==> src/hdl/tlts_pkg.sv <==
// ----------------------------------------------------------------------------
// Two-level thread scheduler package
// Shared constants, command codes and the controller/datapath interface types.
// ----------------------------------------------------------------------------
package tlts_pkg;

	localparam int PROC_SLOTS_DEF   = 8;
	localparam int THREAD_SLOTS_DEF = 8;
	localparam int CPU_COUNT_DEF    = 4;
	localparam int TIME_BITS_DEF    = 64;

	localparam logic [7:0] DEFAULT_SLICE_RST = 8'd50;

	// Command codes carried by an input item.
	localparam logic [1:0] CMD_SCHED  = 2'd0;
	localparam logic [1:0] CMD_THREAD = 2'd1;
	localparam logic [1:0] CMD_PROC   = 2'd2;

	// Process and thread state codes.
	localparam logic [2:0] ST_READY      = 3'd0;
	localparam logic [2:0] ST_RUNNING    = 3'd1;
	localparam logic [2:0] ST_SLEEPING   = 3'd2;
	localparam logic [2:0] ST_BLOCKED    = 3'd3;
	localparam logic [2:0] ST_TERMINATED = 3'd4;

	// Process counter operations.
	localparam logic [2:0] P_HOLD   = 3'd0;
	localparam logic [2:0] P_ZERO   = 3'd1;
	localparam logic [2:0] P_INC    = 3'd2;
	localparam logic [2:0] P_CP     = 3'd3;
	localparam logic [2:0] P_CP_INC = 3'd4;

	// Thread counter operations.
	localparam logic [2:0] T_HOLD   = 3'd0;
	localparam logic [2:0] T_ZERO   = 3'd1;
	localparam logic [2:0] T_INC    = 3'd2;
	localparam logic [2:0] T_CT     = 3'd3;
	localparam logic [2:0] T_CT_INC = 3'd4;

	typedef struct packed {
		logic       capture;
		logic       do_write;
		logic       res_ack;
		logic       res_oor;
		logic       res_idle;
		logic       pick;
		logic       pick_same;
		logic       dem_proc;
		logic       dem_thr;
		logic       free_proc;
		logic       acc_clear;
		logic       clean_eval;
		logic       derive;
		logic       wake_eval;
		logic       load_out;
		logic [2:0] p_op;
		logic [2:0] t_op;
	} tlts_cmd_t;

	typedef struct packed {
		logic [1:0] cmd;
		logic       cpu_ok;
		logic       cur_any;
		logic       pp;
		logic       p_ready;
		logic       p_term;
		logic       thr_last;
		logic       proc_last;
		logic       derive_ok;
		logic       runnable;
		logic       can_same;
		logic       cp_present;
		logic       cp_last;
	} tlts_stat_t;

endpackage

==> src/hdl/tlts_ctrl.sv <==
// ----------------------------------------------------------------------------
// Scheduler controller
// Sequences writes, demotion, the per-process maintenance pass and the search.
// ----------------------------------------------------------------------------
module tlts_ctrl import tlts_pkg::*; (
	input  logic       clk,
	input  logic       arst_n,
	input  logic       in_valid,
	output logic       in_ready,
	output logic       out_valid,
	input  logic       out_ready,
	input  tlts_stat_t stat,
	output tlts_cmd_t  ctl
);

	localparam logic [3:0] S_IDLE   = 4'd0;
	localparam logic [3:0] S_DECODE = 4'd1;
	localparam logic [3:0] S_WRITE  = 4'd2;
	localparam logic [3:0] S_DEM_RD = 4'd3;
	localparam logic [3:0] S_DEM_EV = 4'd4;
	localparam logic [3:0] S_MP     = 4'd5;
	localparam logic [3:0] S_CL_RD  = 4'd6;
	localparam logic [3:0] S_CL_EV  = 4'd7;
	localparam logic [3:0] S_DERIVE = 4'd8;
	localparam logic [3:0] S_WK_RD  = 4'd9;
	localparam logic [3:0] S_WK_EV  = 4'd10;
	localparam logic [3:0] S_SEL    = 4'd11;
	localparam logic [3:0] S_SP     = 4'd12;
	localparam logic [3:0] S_SR_RD  = 4'd13;
	localparam logic [3:0] S_SR_EV  = 4'd14;
	localparam logic [3:0] S_DONE   = 4'd15;

	localparam logic [1:0] PH_SAME  = 2'd0;
	localparam logic [1:0] PH_LATER = 2'd1;
	localparam logic [1:0] PH_WRAP  = 2'd2;
	localparam logic [1:0] PH_FIRST = 2'd3;

	logic [3:0] state_q, state_d;
	logic [1:0] phase_q, phase_d;
	logic       out_valid_q;
	logic       do_skip;
	logic       maint_next;

	assign in_ready  = (state_q == S_IDLE);
	assign out_valid = out_valid_q;

	always_comb begin
		ctl        = '0;
		ctl.p_op   = P_HOLD;
		ctl.t_op   = T_HOLD;
		state_d    = state_q;
		phase_d    = phase_q;
		do_skip    = 1'b0;
		maint_next = 1'b0;
		unique case (state_q)
			S_IDLE: begin
				if (in_valid) begin
					ctl.capture = 1'b1;
					state_d     = S_DECODE;
				end
			end
			S_DECODE: begin
				if (stat.cmd == CMD_THREAD || stat.cmd == CMD_PROC) begin
					state_d = S_WRITE;
				end else if (stat.cmd != CMD_SCHED) begin
					ctl.res_ack = 1'b1;
					state_d     = S_DONE;
				end else if (!stat.cpu_ok) begin
					ctl.res_oor = 1'b1;
					state_d     = S_DONE;
				end else if (stat.cur_any) begin
					ctl.p_op = P_CP;
					ctl.t_op = T_CT;
					phase_d  = PH_SAME;
					state_d  = S_DEM_RD;
				end else begin
					ctl.p_op = P_ZERO;
					phase_d  = PH_FIRST;
					state_d  = S_SP;
				end
			end
			S_WRITE: begin
				ctl.do_write = 1'b1;
				ctl.res_ack  = 1'b1;
				state_d      = S_DONE;
			end
			S_DEM_RD: begin
				ctl.dem_proc = 1'b1;
				state_d      = S_DEM_EV;
			end
			S_DEM_EV: begin
				ctl.dem_thr = 1'b1;
				ctl.p_op    = P_ZERO;
				state_d     = S_MP;
			end
			S_MP: begin
				if (!stat.pp) begin
					maint_next = 1'b1;
				end else if (stat.p_term) begin
					ctl.free_proc = 1'b1;
					maint_next    = 1'b1;
				end else begin
					ctl.t_op      = T_ZERO;
					ctl.acc_clear = 1'b1;
					state_d       = S_CL_RD;
				end
			end
			S_CL_RD: state_d = S_CL_EV;
			S_CL_EV: begin
				ctl.clean_eval = 1'b1;
				if (!stat.thr_last) begin
					ctl.t_op = T_INC;
					state_d  = S_CL_RD;
				end else if (phase_q == PH_FIRST) begin
					do_skip = 1'b1;
				end else begin
					state_d = S_DERIVE;
				end
			end
			S_DERIVE: begin
				ctl.derive = 1'b1;
				if (stat.derive_ok) begin
					ctl.t_op = T_ZERO;
					state_d  = S_WK_RD;
				end else begin
					maint_next = 1'b1;
				end
			end
			S_WK_RD: state_d = S_WK_EV;
			S_WK_EV: begin
				ctl.wake_eval = 1'b1;
				if (!stat.thr_last) begin
					ctl.t_op = T_INC;
					state_d  = S_WK_RD;
				end else begin
					maint_next = 1'b1;
				end
			end
			S_SEL: begin
				if (stat.can_same) begin
					ctl.p_op = P_CP;
					ctl.t_op = T_CT_INC;
					phase_d  = PH_SAME;
					state_d  = S_SR_RD;
				end else if (stat.cp_present && !stat.cp_last) begin
					ctl.p_op = P_CP_INC;
					phase_d  = PH_LATER;
					state_d  = S_SP;
				end else begin
					ctl.p_op = P_ZERO;
					phase_d  = PH_WRAP;
					state_d  = S_SP;
				end
			end
			S_SP: begin
				if (phase_q == PH_FIRST) begin
					if (!stat.pp) begin
						do_skip = 1'b1;
					end else if (!stat.p_ready) begin
						if (stat.p_term) begin
							ctl.free_proc = 1'b1;
							do_skip       = 1'b1;
						end else begin
							ctl.t_op      = T_ZERO;
							ctl.acc_clear = 1'b1;
							state_d       = S_CL_RD;
						end
					end else begin
						ctl.t_op = T_ZERO;
						state_d  = S_SR_RD;
					end
				end else if (stat.pp && stat.p_ready) begin
					ctl.t_op = T_ZERO;
					state_d  = S_SR_RD;
				end else begin
					do_skip = 1'b1;
				end
			end
			S_SR_RD: state_d = S_SR_EV;
			S_SR_EV: begin
				if (stat.runnable) begin
					ctl.pick      = 1'b1;
					ctl.pick_same = (phase_q == PH_SAME) || (phase_q == PH_FIRST);
					state_d       = S_DONE;
				end else if (!stat.thr_last) begin
					ctl.t_op = T_INC;
					state_d  = S_SR_RD;
				end else if (phase_q == PH_SAME) begin
					if (!stat.cp_last) begin
						ctl.p_op = P_CP_INC;
						phase_d  = PH_LATER;
					end else begin
						ctl.p_op = P_ZERO;
						phase_d  = PH_WRAP;
					end
					state_d = S_SP;
				end else begin
					do_skip = 1'b1;
				end
			end
			S_DONE: begin
				if (!out_valid_q || out_ready) begin
					ctl.load_out = 1'b1;
					state_d      = S_IDLE;
				end
			end
			default: state_d = S_IDLE;
		endcase

		// Move past a process that yields nothing during the search.
		if (do_skip) begin
			if (!stat.proc_last) begin
				ctl.p_op = P_INC;
				state_d  = S_SP;
			end else if (phase_q == PH_LATER) begin
				ctl.p_op = P_ZERO;
				phase_d  = PH_WRAP;
				state_d  = S_SP;
			end else begin
				ctl.res_idle = 1'b1;
				state_d      = S_DONE;
			end
		end

		// Step to the next process of the maintenance pass.
		if (maint_next) begin
			if (stat.proc_last) begin
				state_d = S_SEL;
			end else begin
				ctl.p_op = P_INC;
				state_d  = S_MP;
			end
		end
	end

	always_ff @(posedge clk or negedge arst_n) begin
		if (!arst_n) begin
			state_q     <= S_IDLE;
			phase_q     <= PH_SAME;
			out_valid_q <= 1'b0;
		end else begin
			state_q <= state_d;
			phase_q <= phase_d;
			if (ctl.load_out) begin
				out_valid_q <= 1'b1;
			end else if (out_ready) begin
				out_valid_q <= 1'b0;
			end
		end
	end

endmodule

==> config.mk <==
export PLATFORM = sky130hd
export DESIGN_NAME = tlts_ctrl
export DESIGN_NICKNAME = d
export VERILOG_FILES = /design/src/hdl/tlts_pkg.sv /design/src/hdl/tlts_ctrl.sv
export SDC_FILE = /design/constraint.sdc
export NUM_CORES = 1
export LEC_CHECK = 0
export ABC_AREA = 1
export BUFFER_PORTS_ARGS = -buffer_cell sky130_fd_sc_hd__buf_2
export CORE_ASPECT_RATIO = 1.1
export CORE_MARGIN = 2
export CORE_UTILIZATION = 51
export DETAILED_ROUTE_END_ITERATION = 7
export HOLD_SLACK_MARGIN = 0.06
export MAX_ROUTING_LAYER = met4
export PLACE_DENSITY = 0.87
export SKIP_LAST_GASP = 1
export SYNTH_ARGS = -nofsm -noshare
export SYNTH_HDL_FRONTEND = slang
export SYNTH_SLANG_ARGS = --single-unit
==> constraint.sdc <==
create_clock -name clk -period 2.2 [get_ports clk]
set_input_delay 0.11 -clock clk [delete_from_list [all_inputs] [get_ports clk]]
set_output_delay 0.11 -clock clk [all_outputs]
set_load 0.02 [all_outputs]
==> run_results.csv <==
group,metric,value,unit
critical_path,crit_chain,"inv_2, nand2_2, nor2_2, nand2_2, nand3_4, nand2_1, o2111ai_1, buf_2",
place,place.gp.congestion,0.947,
clock_tree,worstSkewPairLatency,0.26,ns
critical_path,slowest_stage,"dfrtp_1",
floorplanning,core_area,2210,µm²
critical_path,cp-start-kind,"flop",
grt,grt_overflow_total,0,
sta,rsz0062_at_grt,"false",
logic_synthesis,ys_seq_area_share,15.2,%
clock_tree,cts_tree,"done",
logic_synthesis,synth_seq_cells,7,
logic_synthesis,yosysTopAreaCell,"nand2_1",
logic_synthesis,yosysMostFrequentCell,"nand2_1",
floorplanning,rows,18,
sta,worst_pin_slew,0.322,ns
critical_path,slowest_delay,0.44,ns
power,power.switching,0.959,mW
detailed_routing,drtPass1Iterations,4,
detailed_routing,viasPerCell,5.00,
clock_tree,cts_buffers,3,
floorplanning,die_y,53.9,µm
final_layout,fin_area,1440,µm²
logic_synthesis,yosys.area.top_type_share,21.4,%
final_layout,antenna_cells,0,
power,power_frac_comb,74.7,%
detailed_routing,drc_errors,0,
detailed_routing,drt-total-wl,2980,µm
min_path,hold_path.class,"in -> reg",
sta,max-slew-margin-rel,78.5,%
power,cellPowerDensity,1140,nW/µm²
detailed_routing,ant_nets,0,
sta,setup_viol,0,
sta,fin_crit_sh,86.2,%
detailed_routing,routedWlPerCell,10.5,µm
run_status,outcome,"finished clean",
flow_run,drv_cap,0,
logic_synthesis,mappedNetlistArea,1160,µm²
power,ir_worst_vdd,0.000822,V
sta,min_period,1.90,ns
critical_path,crit_family,"simple AND/OR/NAND/NOR gates",
logic_synthesis,syn_inst,208,
critical_path,worstSetupPathType,"reg -> out",
power,clockPowerShare,7.3,%
final_layout,nFillCells,241,
floorplanning,start_util,52.4,%
grt,grt_max_degree,8,
clock_tree,cts_root_buf,"clkbuf_4",
clock_tree,cts.clk_slew.worst_paths,0.05,ns
clock_tree,htree_levels,1,
critical_path,worstPathArrival,1.79,ns
logic_synthesis,yosys-top-cells-area,"nand2_1 (21%), dfrtp_1 (15%), inv_1 (11%)",
final_layout,layout-drive-gt1-share,27.2,%
clock_tree,clk_path_buf_depth,2,
place,dpl_cell_area,1390,µm²
sta,fin_skew,0.00287,ns
logic_synthesis,ys_types,26,
logic_synthesis,yosysWarnings,0,
logic_synthesis,synth_common_cells,"nand2_1 (66), inv_1 (34), nor2_1 (29)",
logic_synthesis,syn-mean-instance-area,5.56,µm²
power,total_leakage_power,0.904,nW
logic_synthesis,ys_async_sr_fraction,100,%
logic_synthesis,yosys_most_used_dff,"dfrtp_1",
critical_path,path_common_cell,"nand2_2",
logic_synthesis,synth_edf_count,0,
critical_path,crit_required,2.09,ns
logic_synthesis,synthesis.nets,232,
final_layout,fin_nets,279,
sta,slew_viol_final,0,
sta,setup_tns,0,ns
grt,grt_pass1_vias,1246,
critical_path,path_buf_inv,2,
floorplanning,dieArea,2660,µm²
critical_path,path_max_fanout,7,
place,place.port_buffers,40,
place,dp_hpwl,2540,µm
detailed_routing,drt-initial-drc-count,32,
power,p_int,0.684,mW
sta,hold_viol,0,
floorplanning,top_level_ports,41,
sta,fmax,527,MHz
power,seqPwrFrac,18.0,%
clock_tree,clkSinkCount,7,
grt,antenna_found_initial,0,
grt,grt_pass1_wl,5200,µm
power,p_sw_share,58.4,%
critical_path,cp-end-kind,"primary output",
grt,grt.total_usage,25.8,%
floorplanning,die_w,49.4,µm
final_layout,area_growth,24.6,%
detailed_routing,vias,1420,
flip-flops by register name (all words and copies together) (netlist names):
signal	flops
state_q	4
phase_q	2
out_valid	1
through the flow:
stage / setup slack (ns) / power [mW] / utilization [%] / hold slack (ns) / cells
CTS: 0.308 / 1.65 / 65.2 / 0.120 / 284
detailed placement: 0.595 / 1.52 / 63.2 / -0.0491 / 278
global route: 0.148 / 1.84 / 65.2 / 0.163 / 284
global placement: 0.582 / 1.50 / 63.2 / -0.0487 / 278
finish: 0.303 / 1.64 / 65.2 / 0.122 / 284
floorplan: 0.505 / 1.22 / - / -0.186 / 208
path summary, 6_finish.rpt:
| check | startpoint | to | slack (ns) | cells past startpoint |
|---|---|---|---|---|
| max in group asynchronous | arst_n | out_valid | 1.84 | 2 |
| worst max register to register | phase_q[0] | state_q[3] | 0.59 | 10 |
| worst min register to register | out_valid | out_valid | 0.56 | 2 |
| worst max-delay path | state_q[0] | ctl[4] | 0.30 | 8 |
| min in group asynchronous | arst_n | state_q[2] | 0.20 | 2 |
| worst min-delay path | stat[5] | state_q[1] | 0.12 | 3 |
timing repair:
action                                 4_1_cts  5_1_grt
endpoints found under the hold margin        8        0
gates resized for setup                      0        0
setup buffers                                0        0
hold buffers                                 2        0
worst register-to-register path: cells and delay by family (launching register included):
kind	cells	cell delay (ns)
buf+inv	1	0.07
fa+ha+maj	1	0.24
simple gates	7	0.63
flops	1	0.44
compound gates	1	0.12
area by class of cell:
cell class / count / area [µm²] / share of cell area (%)
multi-input cells: 161 / 831 / 57.7
clock buffers: 4 / 26.3 / 1.82
repair buffers: 42 / 220 / 15.3
flip-flops and latches: 7 / 175 / 12.2
well taps: 30 / 37.5 / 2.61
inverters: 40 / 150 / 10.4
routing by layer:
metal | routed length, µm | track usage, %
met3 | 144 | 2.22
met4 | 63 | 9.72
met1 | 1380 | 30.2
met2 | 1390 | 46.8
met5 | 0 | -
logic make-up after synthesis:
| family | count (synthesis) | synth area share [%] |
|---|---|---|
| simple gates | 132 | 53.2 |
| buf+inv | 40 | 13.0 |
| compound gates | 23 | 12.1 |
| flops | 7 | 15.2 |
| fa+ha+maj | 6 | 6.49 |
cell usage in the layout, fill, tap and decap left out, drive strengths merged:
master       instances
ha                   6
nand3b               2
buf                 40
o211ai               2
dlygate4sd3          2
o221ai               1
nand3               17
nand4                1
nor3b                1
nor3                 2
nor2                35
clkbuf               4
a31oi                1
a21oi                7
dfrtp                7
inv                 40
a211oi               1
nand2               74
o2111ai              1
o21ai               10
power by group through the flow:
stage / registers, mW / clock network, mW / logic [mW]
2_1_floorplan: 0.289 / 0 / 0.930
3_3_place_gp: 0.293 / 0 / 1.21
3_5_place_dp: 0.297 / 0 / 1.22
4_1_cts: 0.295 / 0.125 / 1.23
5_1_grt: 0.308 / 0.131 / 1.40
6_report: 0.296 / 0.120 / 1.23
Note: power is estimated with default switching activity, not from simulation.
